--- src/rtl/wave_gesture_alarm_macros.svh ---
// assertion helpers used by wave_gesture_alarm.sv
`ifndef WAVE_GESTURE_ALARM_MACROS_SVH
`define WAVE_GESTURE_ALARM_MACROS_SVH

// same-cycle implication
`define WGA_ASSERT_NOW(label, ante, cons, msg) \
	label: assert property (@(posedge clk) disable iff (!arst_n) (ante) |-> (cons)) \
		else $error(msg);

// next-cycle implication
`define WGA_ASSERT_NEXT(label, ante, cons, msg) \
	label: assert property (@(posedge clk) disable iff (!arst_n) (ante) |=> (cons)) \
		else $error(msg);

`endif

--- src/rtl/wga_pkg.sv ---
`timescale 1ns / 1ps
`default_nettype none

package wga_pkg;

	localparam int OFF_W      = 16;
	localparam int ENTRY_W    = 2 * (OFF_W + 1);
	localparam int STEP_FLOOR = 82;

	localparam int CFG_IDX_W  = 3;
	localparam int CFG_DATA_W = 15;

	localparam logic [CFG_IDX_W-1:0] CFG_ENABLE        = 3'd0;
	localparam logic [CFG_IDX_W-1:0] CFG_WINDOW_LENGTH = 3'd1;
	localparam logic [CFG_IDX_W-1:0] CFG_MIN_RAISED    = 3'd2;
	localparam logic [CFG_IDX_W-1:0] CFG_MIN_SWING     = 3'd3;
	localparam logic [CFG_IDX_W-1:0] CFG_MIN_CHANGES   = 3'd4;
	localparam logic [CFG_IDX_W-1:0] CFG_RESET_FRAMES  = 3'd5;

	localparam logic        RST_ENABLE        = 1'b1;
	localparam logic [5:0]  RST_WINDOW_LENGTH = 6'd16;
	localparam logic [5:0]  RST_MIN_RAISED    = 6'd6;
	localparam logic [14:0] RST_MIN_SWING     = 15'd1229;
	localparam logic [4:0]  RST_MIN_CHANGES   = 5'd2;
	localparam logic [7:0]  RST_RESET_FRAMES  = 8'd10;

	typedef enum logic [2:0] {
		ST_IDLE = 3'b001,
		ST_WALK = 3'b010,
		ST_FIN  = 3'b100
	} wga_state_t;

endpackage

`default_nettype wire

--- src/rtl/wga_if.sv ---
`timescale 1ns / 1ps
`default_nettype none

interface wga_in_if;
	import wga_pkg::*;
	logic                    valid;
	logic                    ready;
	logic                    left_raised;
	logic signed [OFF_W-1:0] left_offset;
	logic                    right_raised;
	logic signed [OFF_W-1:0] right_offset;

	modport source (output valid, left_raised, left_offset, right_raised, right_offset,
		input ready);
	modport sink (input valid, left_raised, left_offset, right_raised, right_offset,
		output ready);
endinterface

interface wga_out_if;
	logic        valid;
	logic        ready;
	logic        wave_positive;
	logic        alarm_active;
	logic        alarm_started;
	logic [5:0]  best_raised;
	logic [15:0] best_swing;
	logic [4:0]  best_changes;
	logic [7:0]  release_progress;

	modport source (output valid, wave_positive, alarm_active, alarm_started, best_raised,
		best_swing, best_changes, release_progress, input ready);
	modport sink (input valid, wave_positive, alarm_active, alarm_started, best_raised,
		best_swing, best_changes, release_progress, output ready);
endinterface

`default_nettype wire

--- src/rtl/wga_ram.sv ---
`timescale 1ns / 1ps
`default_nettype none

module wga_ram #(
	parameter int WIDTH = 34,
	parameter int DEPTH = 32
) (
	input  wire logic                     clk,
	input  wire logic                     we,
	input  wire logic [$clog2(DEPTH)-1:0] waddr,
	input  wire logic [WIDTH-1:0]         wdata,
	input  wire logic [$clog2(DEPTH)-1:0] raddr,
	output logic      [WIDTH-1:0]         rdata
);

	logic [WIDTH-1:0] mem_q [DEPTH];
	logic [WIDTH-1:0] rdata_q;

	always_ff @(posedge clk) begin
		if (we) begin
			mem_q[waddr] <= wdata;
		end
		rdata_q <= mem_q[raddr];
	end

	assign rdata = rdata_q;

endmodule

`default_nettype wire

--- src/rtl/wga_hand.sv ---
`timescale 1ns / 1ps
`default_nettype none

module wga_hand #(
	parameter int CNT_W = 6
) (
	input  wire logic                          clk,
	input  wire logic                          arst_n,
	input  wire logic                          clr,
	input  wire logic                          vld,
	input  wire logic                          raised,
	input  wire logic signed [wga_pkg::OFF_W-1:0] offset,
	input  wire logic [14:0]                   min_swing,
	output logic      [CNT_W-1:0]              raised_cnt,
	output logic      [15:0]                   swing,
	output logic      [CNT_W-1:0]              changes
);
	import wga_pkg::*;

	logic [CNT_W-1:0]        raised_cnt_q;
	logic [CNT_W-1:0]        changes_q;
	logic                    has_dir_q;
	logic                    dir_pos_q;
	logic signed [OFF_W-1:0] lo_q;
	logic signed [OFF_W-1:0] hi_q;
	logic signed [OFF_W-1:0] prev_q;

	logic signed [OFF_W:0] diff;
	logic [OFF_W:0]        mag;
	logic [OFF_W+2:0]      mag5;
	logic                  step;
	logic                  dir_pos;
	logic [OFF_W:0]        span;

	assign diff    = {offset[OFF_W-1], offset} - {prev_q[OFF_W-1], prev_q};
	assign mag     = diff[OFF_W] ? (OFF_W+1)'(-diff) : (OFF_W+1)'(diff);
	assign mag5    = {mag, 2'b00} + (OFF_W+3)'(mag);
	assign step    = (mag >= (OFF_W+1)'(STEP_FLOOR)) && (mag5 >= (OFF_W+3)'(min_swing));
	assign dir_pos = !diff[OFF_W] && (diff != '0);
	assign span    = {hi_q[OFF_W-1], hi_q} - {lo_q[OFF_W-1], lo_q};

	always_ff @(posedge clk or negedge arst_n) begin
		if (!arst_n) begin
			raised_cnt_q <= '0;
			changes_q    <= '0;
			has_dir_q    <= 1'b0;
			dir_pos_q    <= 1'b0;
		end else if (clr) begin
			raised_cnt_q <= '0;
			changes_q    <= '0;
			has_dir_q    <= 1'b0;
		end else if (vld && raised) begin
			raised_cnt_q <= raised_cnt_q + 1'b1;
			if (raised_cnt_q != '0 && step) begin
				if (has_dir_q && dir_pos != dir_pos_q) begin
					changes_q <= changes_q + 1'b1;
				end
				has_dir_q <= 1'b1;
				dir_pos_q <= dir_pos;
			end
		end
	end

	always_ff @(posedge clk) begin
		if (!clr && vld && raised) begin
			prev_q <= offset;
			if (raised_cnt_q == '0) begin
				lo_q <= offset;
				hi_q <= offset;
			end else begin
				if (offset < lo_q) begin
					lo_q <= offset;
				end
				if (offset > hi_q) begin
					hi_q <= offset;
				end
			end
		end
	end

	assign raised_cnt = raised_cnt_q;
	assign changes    = changes_q;
	assign swing      = (raised_cnt_q == '0) ? 16'd0 : span[15:0];

endmodule

`default_nettype wire

--- src/rtl/wave_gesture_alarm.sv ---
// channel   dir  payload
// samples   in   left_raised, left_offset, right_raised, right_offset
// results   out  wave_positive, alarm_active, alarm_started, best_raised,
//                best_swing, best_changes, release_progress
//
// one word is in flight; the result is registered at the end of the walk over the
// held window, and the next word is taken only after that, once the block is idle
// again; the walk over the single read port of the sample ram sets how long a word
// takes
// histories need no clearing after reset: a fill count bounds every read
// a stalled result holds the block in its final state; a new word can be accepted while
// the previous result waits
`timescale 1ns / 1ps
`default_nettype none
`include "wave_gesture_alarm_macros.svh"

module wave_gesture_alarm #(
	parameter int WINDOW_MAX = 32
) (
	input  wire logic                           clk,
	input  wire logic                           arst_n,
	wga_in_if.sink                              samples,
	wga_out_if.source                           results,
	input  wire logic                           wr_en,
	input  wire logic [wga_pkg::CFG_IDX_W-1:0]  wr_index,
	input  wire logic [wga_pkg::CFG_DATA_W-1:0] wr_data
);
	import wga_pkg::*;

	localparam int W     = WINDOW_MAX;
	localparam int AW    = $clog2(W);
	localparam int CNT_W = $clog2(W + 1);
	localparam int RW    = (CNT_W > 6) ? CNT_W : 6;
	localparam int PW    = AW + 2;

	logic        enable_q;
	logic [5:0]  window_length_q;
	logic [5:0]  min_raised_q;
	logic [14:0] min_swing_q;
	logic [4:0]  min_changes_q;
	logic [7:0]  reset_frames_q;

	wga_state_t       state_q;
	logic [AW-1:0]    wp_q;
	logic [CNT_W-1:0] held_q;
	logic [CNT_W-1:0] issue_q;
	logic [AW-1:0]    rd_addr_q;
	logic             vld_s1;
	logic             alarm_q;
	logic [7:0]       streak_q;

	logic        out_valid_q;
	logic        positive_q;
	logic        active_q;
	logic        started_q;
	logic [5:0]  best_raised_q;
	logic [15:0] best_swing_q;
	logic [4:0]  best_changes_q;
	logic [7:0]  progress_q;

	logic               in_fire;
	logic               fin_fire;
	logic               rd_more;
	logic [RW-1:0]      win_ext;
	logic [RW-1:0]      wl_ext;
	logic [RW-1:0]      held_inc;
	logic [RW-1:0]      held_new_ext;
	logic [CNT_W-1:0]   held_new;
	logic [PW-1:0]      start_sum;
	logic [PW-1:0]      start_adj;
	logic [AW-1:0]      wp_next;
	logic [AW-1:0]      rd_addr_next;
	logic [ENTRY_W-1:0] wr_entry;
	logic [ENTRY_W-1:0] rd_entry;

	logic [CNT_W-1:0] l_raised, r_raised, l_changes, r_changes;
	logic [15:0]      l_swing, r_swing;
	logic             wave_l, wave_r, r_better, positive;
	logic [RW-1:0]    sel_raised, sel_changes;
	logic [15:0]      sel_swing;
	logic [7:0]       streak_inc;
	logic             alarm_n, started, release_now;
	logic [7:0]       streak_n;

	// config registers
	always_ff @(posedge clk or negedge arst_n) begin
		if (!arst_n) begin
			enable_q        <= RST_ENABLE;
			window_length_q <= RST_WINDOW_LENGTH;
			min_raised_q    <= RST_MIN_RAISED;
			min_swing_q     <= RST_MIN_SWING;
			min_changes_q   <= RST_MIN_CHANGES;
			reset_frames_q  <= RST_RESET_FRAMES;
		end else if (wr_en) begin
			case (wr_index)
				CFG_ENABLE:        enable_q        <= wr_data[0];
				CFG_WINDOW_LENGTH: window_length_q <= wr_data[5:0];
				CFG_MIN_RAISED:    min_raised_q    <= wr_data[5:0];
				CFG_MIN_SWING:     min_swing_q     <= wr_data[14:0];
				CFG_MIN_CHANGES:   min_changes_q   <= wr_data[4:0];
				CFG_RESET_FRAMES:  reset_frames_q  <= wr_data[7:0];
				default: ;
			endcase
		end
	end

	assign samples.ready = (state_q == ST_IDLE);
	assign in_fire       = samples.valid && samples.ready;

	// window fill and oldest entry
	assign win_ext      = RW'(window_length_q);
	assign wl_ext       = (win_ext > RW'(W)) ? RW'(W) : win_ext;
	assign held_inc     = RW'(held_q) + 1'b1;
	assign held_new_ext = (held_inc > wl_ext) ? wl_ext : held_inc;
	assign held_new     = held_new_ext[CNT_W-1:0];
	assign start_sum    = PW'(wp_q) + PW'(W) + PW'(1) - PW'(held_new);
	assign start_adj    = (start_sum >= PW'(W)) ? start_sum - PW'(W) : start_sum;
	assign wp_next      = (wp_q == AW'(W - 1)) ? '0 : wp_q + 1'b1;
	assign rd_addr_next = (rd_addr_q == AW'(W - 1)) ? '0 : rd_addr_q + 1'b1;
	assign rd_more      = (issue_q != held_q);

	assign wr_entry = {samples.left_raised, samples.left_offset,
		samples.right_raised, samples.right_offset};

	wga_ram #(
		.WIDTH(ENTRY_W),
		.DEPTH(W)
	) u_ram (
		.clk   (clk),
		.we    (in_fire),
		.waddr (wp_q),
		.wdata (wr_entry),
		.raddr (rd_addr_q),
		.rdata (rd_entry)
	);

	wga_hand #(.CNT_W(CNT_W)) u_left (
		.clk        (clk),
		.arst_n     (arst_n),
		.clr        (in_fire),
		.vld        (vld_s1),
		.raised     (rd_entry[ENTRY_W-1]),
		.offset     (rd_entry[ENTRY_W-2 -: OFF_W]),
		.min_swing  (min_swing_q),
		.raised_cnt (l_raised),
		.swing      (l_swing),
		.changes    (l_changes)
	);

	wga_hand #(.CNT_W(CNT_W)) u_right (
		.clk        (clk),
		.arst_n     (arst_n),
		.clr        (in_fire),
		.vld        (vld_s1),
		.raised     (rd_entry[OFF_W]),
		.offset     (rd_entry[OFF_W-1:0]),
		.min_swing  (min_swing_q),
		.raised_cnt (r_raised),
		.swing      (r_swing),
		.changes    (r_changes)
	);

	// decision
	assign wave_l = (RW'(l_raised) >= RW'(min_raised_q)) && (l_swing >= 16'(min_swing_q))
		&& (RW'(l_changes) >= RW'(min_changes_q));
	assign wave_r = (RW'(r_raised) >= RW'(min_raised_q)) && (r_swing >= 16'(min_swing_q))
		&& (RW'(r_changes) >= RW'(min_changes_q));
	assign positive = enable_q && (wave_l || wave_r);

	assign r_better = (r_raised > l_raised) || ((r_raised == l_raised) &&
		((r_swing > l_swing) || ((r_swing == l_swing) && (r_changes > l_changes))));

	assign streak_inc = (streak_q == 8'hFF) ? 8'hFF : streak_q + 1'b1;

	always_comb begin
		alarm_n     = alarm_q;
		streak_n    = streak_q;
		started     = 1'b0;
		release_now = 1'b0;
		if (!alarm_q && positive) begin
			alarm_n  = 1'b1;
			streak_n = '0;
			started  = 1'b1;
		end else if (alarm_q && positive) begin
			streak_n = '0;
		end else if (alarm_q) begin
			if (streak_inc >= reset_frames_q) begin
				alarm_n     = 1'b0;
				streak_n    = '0;
				release_now = 1'b1;
			end else begin
				streak_n = streak_inc;
			end
		end
	end

	always_comb begin
		if (release_now) begin
			sel_raised  = '0;
			sel_swing   = '0;
			sel_changes = '0;
		end else if (r_better) begin
			sel_raised  = RW'(r_raised);
			sel_swing   = r_swing;
			sel_changes = RW'(r_changes);
		end else begin
			sel_raised  = RW'(l_raised);
			sel_swing   = l_swing;
			sel_changes = RW'(l_changes);
		end
	end

	assign fin_fire = (state_q == ST_FIN) && (!out_valid_q || results.ready);

	// control
	always_ff @(posedge clk or negedge arst_n) begin
		if (!arst_n) begin
			state_q     <= ST_IDLE;
			wp_q        <= '0;
			held_q      <= '0;
			issue_q     <= '0;
			rd_addr_q   <= '0;
			vld_s1      <= 1'b0;
			alarm_q     <= 1'b0;
			streak_q    <= '0;
			out_valid_q <= 1'b0;
		end else begin
			vld_s1 <= 1'b0;
			if (fin_fire) begin
				out_valid_q <= 1'b1;
			end else if (results.ready) begin
				out_valid_q <= 1'b0;
			end
			case (state_q)
				ST_IDLE: begin
					if (in_fire) begin
						wp_q      <= wp_next;
						held_q    <= held_new;
						issue_q   <= '0;
						rd_addr_q <= start_adj[AW-1:0];
						state_q   <= ST_WALK;
					end
				end
				ST_WALK: begin
					if (rd_more) begin
						issue_q   <= issue_q + 1'b1;
						rd_addr_q <= rd_addr_next;
						vld_s1    <= 1'b1;
					end else if (!vld_s1) begin
						state_q <= ST_FIN;
					end
				end
				ST_FIN: begin
					if (fin_fire) begin
						alarm_q  <= alarm_n;
						streak_q <= streak_n;
						if (release_now) begin
							held_q <= '0;
						end
						state_q <= ST_IDLE;
					end
				end
				default: state_q <= ST_IDLE;
			endcase
		end
	end

	// result word
	always_ff @(posedge clk) begin
		if (fin_fire) begin
			positive_q     <= positive;
			active_q       <= alarm_n;
			started_q      <= started;
			best_raised_q  <= (sel_raised > RW'(63)) ? 6'd63 : sel_raised[5:0];
			best_swing_q   <= sel_swing;
			best_changes_q <= (sel_changes > RW'(31)) ? 5'd31 : sel_changes[4:0];
			progress_q     <= alarm_n ? streak_n : 8'd0;
		end
	end

	assign results.valid            = out_valid_q;
	assign results.wave_positive    = positive_q;
	assign results.alarm_active     = active_q;
	assign results.alarm_started    = started_q;
	assign results.best_raised      = best_raised_q;
	assign results.best_swing       = best_swing_q;
	assign results.best_changes     = best_changes_q;
	assign results.release_progress = progress_q;

	`WGA_ASSERT_NOW(a_held_bound, 1'b1, held_q <= CNT_W'(W), "fill count beyond depth")
	`WGA_ASSERT_NEXT(a_accept_walk, in_fire, state_q == ST_WALK && issue_q == '0,
		"no walk after accept")
	`WGA_ASSERT_NOW(a_started_active, results.valid && results.alarm_started,
		results.alarm_active, "start without alarm")
	`WGA_ASSERT_NOW(a_progress_active, results.valid && results.release_progress != 8'd0,
		results.alarm_active, "progress without alarm")
	`WGA_ASSERT_NEXT(a_release_clears, fin_fire && release_now, held_q == '0 && !alarm_q,
		"release left history")

endmodule

`default_nettype wire

--- src/flat_wrapper.sv ---
// flat-port wrapper written by rule: the top's interface ports become plain ports
module wave_gesture_alarm_flat import wga_pkg::*;
#(
	parameter int WINDOW_MAX = 32
)
  (clk, arst_n, wr_en, wr_index, wr_data, samples_valid, samples_left_raised, samples_left_offset, samples_right_raised, samples_right_offset, samples_ready, results_valid, results_wave_positive, results_alarm_active, results_alarm_started, results_best_raised, results_best_swing, results_best_changes, results_release_progress, results_ready);
  wga_in_if samples_i ();
  wga_out_if results_i ();
  input  wire logic clk;
  input  wire logic arst_n;
  input  wire logic wr_en;
  input  wire logic [wga_pkg::CFG_IDX_W-1:0] wr_index;
  input  wire logic [wga_pkg::CFG_DATA_W-1:0] wr_data;
  input wire logic [$bits(samples_i.valid)-1:0] samples_valid;
  input wire logic [$bits(samples_i.left_raised)-1:0] samples_left_raised;
  input wire logic [$bits(samples_i.left_offset)-1:0] samples_left_offset;
  input wire logic [$bits(samples_i.right_raised)-1:0] samples_right_raised;
  input wire logic [$bits(samples_i.right_offset)-1:0] samples_right_offset;
  output wire logic [$bits(samples_i.ready)-1:0] samples_ready;
  output wire logic [$bits(results_i.valid)-1:0] results_valid;
  output wire logic [$bits(results_i.wave_positive)-1:0] results_wave_positive;
  output wire logic [$bits(results_i.alarm_active)-1:0] results_alarm_active;
  output wire logic [$bits(results_i.alarm_started)-1:0] results_alarm_started;
  output wire logic [$bits(results_i.best_raised)-1:0] results_best_raised;
  output wire logic [$bits(results_i.best_swing)-1:0] results_best_swing;
  output wire logic [$bits(results_i.best_changes)-1:0] results_best_changes;
  output wire logic [$bits(results_i.release_progress)-1:0] results_release_progress;
  input wire logic [$bits(results_i.ready)-1:0] results_ready;
  assign samples_i.valid = samples_valid;
  assign samples_i.left_raised = samples_left_raised;
  assign samples_i.left_offset = samples_left_offset;
  assign samples_i.right_raised = samples_right_raised;
  assign samples_i.right_offset = samples_right_offset;
  assign samples_ready = samples_i.ready;
  assign results_valid = results_i.valid;
  assign results_wave_positive = results_i.wave_positive;
  assign results_alarm_active = results_i.alarm_active;
  assign results_alarm_started = results_i.alarm_started;
  assign results_best_raised = results_i.best_raised;
  assign results_best_swing = results_i.best_swing;
  assign results_best_changes = results_i.best_changes;
  assign results_release_progress = results_i.release_progress;
  assign results_i.ready = results_ready;
  wave_gesture_alarm #(.WINDOW_MAX(WINDOW_MAX)) u_core (.clk(clk), .arst_n(arst_n), .samples(samples_i), .results(results_i), .wr_en(wr_en), .wr_index(wr_index), .wr_data(wr_data));
endmodule
--- config.mk ---
export PLATFORM = sky130hd
export DESIGN_NAME = wave_gesture_alarm_flat
export DESIGN_NICKNAME = d
export VERILOG_FILES = /design/src/rtl/wga_pkg.sv /design/src/rtl/wga_if.sv /design/src/rtl/wga_ram.sv /design/src/rtl/wga_hand.sv /design/src/rtl/wave_gesture_alarm.sv /design/src/flat_wrapper.sv
export VERILOG_INCLUDE_DIRS = /design/src /design/src/rtl
export SDC_FILE = /design/constraint.sdc
export NUM_CORES = 2
export LEC_CHECK = 0
export BUFFER_PORTS_ARGS = -buffer_cell sky130_fd_sc_hd__buf_2
export CAP_MARGIN = 20
export CORE_MARGIN = 5
export CORE_UTILIZATION = 45
export DETAILED_ROUTE_END_ITERATION = 10
export PLACE_DENSITY = 0.6
export SLEW_MARGIN = 20
export SYNTH_ARGS = -nofsm -noshare
export SYNTH_HDL_FRONTEND = slang
export SYNTH_SLANG_ARGS = --single-unit
--- constraint.sdc ---
create_clock -name clk -period 9.9 [get_ports clk]
set_input_delay 0.495 -clock clk [delete_from_list [all_inputs] [get_ports clk]]
set_output_delay 0.495 -clock clk [all_outputs]
set_load 0.01 [all_outputs]
==> results.py <==
metrics = {
    "run_status": {
        "outcome": "completed",
    },
    "routing": {
        "viasPerCell": 5.81,
        "vias": 34600,
        "drcViolationCount": 0,
        "drtIter0Drc": 3130,
        "drt_first_pass_iters": 5,
        "drt_wl_total_um": 153000,
        "wl_per_cell_um": 25.7,
        "ant_nets": 0,
    },
    "synthesis": {
        "ys_warn_count": 0,
        "synth-async-reset-ratio_pct": 7.71,
        "synth_top_area_share_pct": 58.6,
        "ys.flop_type": "edfxtp_1",
        "synth.distinct_cells": 94,
        "syn_nets": 4223,
        "ys_seq_elements": 1361,
        "syn_area_sq_um": 62600,
        "synth_edf_count": 1222,
        "synthTopCellsByArea": "edfxtp_1, mux4_2, ha_1",
        "yosysTopAreaCell": "edfxtp_1",
        "syn_inst": 3862,
        "avgSynthCellArea_sq_um": 16.2,
        "seq_area_frac_synth_pct": 63.9,
    },
    "final_layout": {
        "postLayoutCoreUtil_pct": 51.0,
        "stdcell_count": 5951,
        "syn2layout_area_growth_pct": 12.3,
        "final_area_sq_um": 70300,
        "final_nets": 4397,
        "drive_gt1_share_pct": 20.7,
    },
    "placement": {
        "gp_congestion": 0.836,
        "dp_cells": 5673,
        "place_hpwl_um": 87700,
        "dp_slack_ns": 2.43,
        "dpl_cell_area_sq_um": 65600,
        "port_buffers": 96,
    },
    "global_routing": {
        "grt_pass1_vias": 34700,
        "grt_overflow": 0,
        "use_met3_pct": 3.21,
        "grt_first_pass_wirelength_um": 227000,
        "grt_start_max_net_pins": 126,
        "met2_usage_pct": 34.0,
        "grt_usage_pct": 20.8,
        "antenna_found_initial": 20,
        "busiest_layer": "met2",
        "use_met1_pct": 29.2,
    },
    "floorplanning": {
        "coreArea_sq_um": 138000,
        "fp.dieH_um": 383,
        "num_rows": 136,
        "start_util_pct": 45.4,
        "dieArea_sq_um": 147000,
        "dieWidth_um": 383,
        "io_pins": 97,
    },
    "critical_path": {
        "critPathLaunchType": "flop",
        "slowest_stage": "a31oi_1",
        "critPathArrivalTime_ns": 8.13,
        "rrSetupSlack_ns": 2.45,
        "critical_path_class": "reg2reg",
        "r2r-start": "u_core.u_ram.rdata[0]$_DFF_P_",
        "r2r_end": "u_core.u_right.dir_pos_q$_DFFE_PN0P_",
        "crit_path_end_kind": "flop",
        "r2r_cells": 31,
        "cp.required_ns": 10.57,
        "cp_max_fo": 28,
        "cpPeakStageDelay_ns": 0.57,
    },
    "clock_network": {
        "numCtsBuffers": 144,
        "insertion_delay_ns": 0.77,
        "cts_tree": "built",
        "cts_setup_buffers": 0,
        "htree_levels": 4,
        "ctsResizeCount": 0,
        "clockRootBuffer": "clkbuf_16",
        "clock-sinks": 1361,
        "cts_buffer_depth": 3,
        "postCtsHoldBufs": 11,
        "clkTransAtPathRegs_ns": 0.06,
    },
    "flow_run": {
        "cap_viol_max_count": 0,
    },
    "timing": {
        "fmax_ghz": 0.134,
        "finClkSkew_ns": 0.0321,
        "tightest_slew_ns": 1.11,
        "period_needed_ns": 7.45,
        "slew_violations": 0,
        "hold_viol": 0,
        "setup_violations": 0,
        "setup_slack_ns": 2.45,
        "relSlewSlack_pct": 25.4,
        "whs_ns": 0.0566,
        "rsz0062_at_grt": "no",
        "period_share_pct": 75.3,
        "setup-tns-final_ns": 0,
    },
    "pwr": {
        "power_density_nw_per_um2": 373,
        "p_leak_nw": 25.1,
        "power.total_mw": 26.2,
        "ir_worst_vdd_uv": 405,
    },
    "hold_path": {
        "hold_end": "u_core.min_raised_q[1]$_DFFE_PN1P_",
        "whs_path_depth": 3,
        "min-delay-start": "wr_data[1]",
        "min_path_type": "in2reg",
    },
}
kinds of logic (layout without fill, tap and decap cells):
logic type | count (synthesis) | after routing | share of synthesized area [%]
flip-flops | 1361 | 1361 | 63.9
AND/OR/NAND/NOR | 684 | 684 | 5.63
AO/OA/AOI/OAI | 557 | 557 | 6.05
multiplexers | 445 | 445 | 14.0
buffers and inverters | 375 | 664 | 2.26
adder cells (fa/ha/maj) | 306 | 306 | 6.19
XOR/XNOR | 134 | 134 | 1.90
other | 0 | 6 | 0
metal layers:
metal | vias up | share of wire (%) | wire length (um)
met4 | 4 | 2.6 | 4010
met3 | 218 | 5.6 | 8590
met2 | 946 | 48 | 73800
met5 | - | 0.017 | 26
met1 | 17800 | 44 | 66800
li1 | 15600 | - | -
worst max-delay path, delay by kind of cell (launching register included):
| family | cells | cell delay (ns) |
|---|---|---|
| adder cells (fa/ha/maj) | 4 | 1.12 |
| multiplexers | 1 | 0.19 |
| AO/OA/AOI/OAI | 17 | 3.77 |
| flip-flops | 1 | 0.37 |
| XOR/XNOR | 1 | 0.20 |
| AND/OR/NAND/NOR | 6 | 1.29 |
| buffers and inverters | 2 | 0.37 |
worst max path at each step:
stage,from,to,slack [ns],cells after the start
after floorplan,u_core.u_ram.rdata[0]$_DFF_P_,u_core.u_right.dir_pos_q$_DFFE_PN0P_,2.99,33
after global placement,u_core.u_ram.rdata[17]$_DFF_P_,u_core.u_left.changes[1]$_DFFE_PN0P_,2.53,28
after detailed placement,u_core.u_ram.rdata[17]$_DFF_P_,u_core.u_left.changes[0]$_DFFE_PN0P_,2.43,28
after CTS,u_core.u_ram.rdata[17]$_DFF_P_,u_core.u_left.changes[4]$_DFFE_PN0P_,2.42,28
after global routing,u_core.u_ram.rdata[0]$_DFF_P_,u_core.u_right.changes[2]$_DFFE_PN0P_,1.81,31
final,u_core.u_ram.rdata[0]$_DFF_P_,u_core.u_right.dir_pos_q$_DFFE_PN0P_,2.45,31
sequential cells by signal, indices dropped and copies added, names as in the netlist, 6 cells and up:
signal and count:
u_core.u_left.raised_cnt 6, u_core.held_q 6, u_core.u_left.changes 6, u_core.u_right.changes 6
u_core.issue_q 6, u_core.reset_frames_q 8, u_core.win_ext 6, u_core.results.best_raised 6
u_core.min_raised_q 6, u_core.u_left.hi_q 16, u_core.results.best_swing 16, u_core.u_left.lo_q 16
u_core.u_right.lo_q 16, u_core.u_left.prev_q 16, u_core.u_ram.mem_q 1088, u_core.streak_q 8
u_core.u_right.prev_q 16, u_core.min_swing_q 15, u_core.u_right.raised_cnt 6, u_core.u_right.hi_q 16
u_core.results.release_progress 8, u_core.u_ram.rdata 34
cells in the mapped netlist, types with 28 or more instances:
library cell and instances:
edfxtp_1 1222, nand2b_1 47, ha_1 297, o21ai_0 104, nand2_1 126, dfxtp_1 34, nor2b_1 45, nor3_1 55
nand3_1 61, mux4_2 340, a21o_1 80, nor2_1 171, dfrtp_1 91, xnor2_1 87, clkbuf_1 106, mux2i_1 37
and2_1 30, mux2_2 67, a21oi_1 125, inv_1 235, xor2_1 45, o21a_1 28
where the power goes:
part / switching, mW / internal [mW] / leakage, nW / total (mW)
combinational: 7.74 / 6.00 / 10.3 / 13.7
sequential: 0.456 / 6.79 / 12.6 / 7.24
clock: 2.24 / 2.97 / 2.23 / 5.21
total: 10.4 / 15.8 / 25.1 / 26.2
area by class of cell:
| cell class | count | area, sq um |
|---|---|---|
| antenna | 6 | 15.0 |
| clock buffer | 188 | 3870 |
| clock inverter | 73 | 721 |
| fill | 11300 | 67500 |
| inverter | 237 | 890 |
| multi-input combinational | 2126 | 21400 |
| sequential | 1361 | 40000 |
| tap | 1794 | 2240 |
| timing repair buffer | 166 | 1070 |
cells in the final DEF, fill, tap and decap left out, drive strengths merged, types with 61 or more instances in the layout:
cell type,n
a21oi,126
mux4,340
xnor2,89
dfrtp,91
clkbuf,188
a21o,80
o21ai,107
inv,241
nand3,61
nor2,171
nand2,126
mux2,68
ha,297
edfxtp,1222
buf,155
Note: power is estimated with default switching activity, not from simulation.
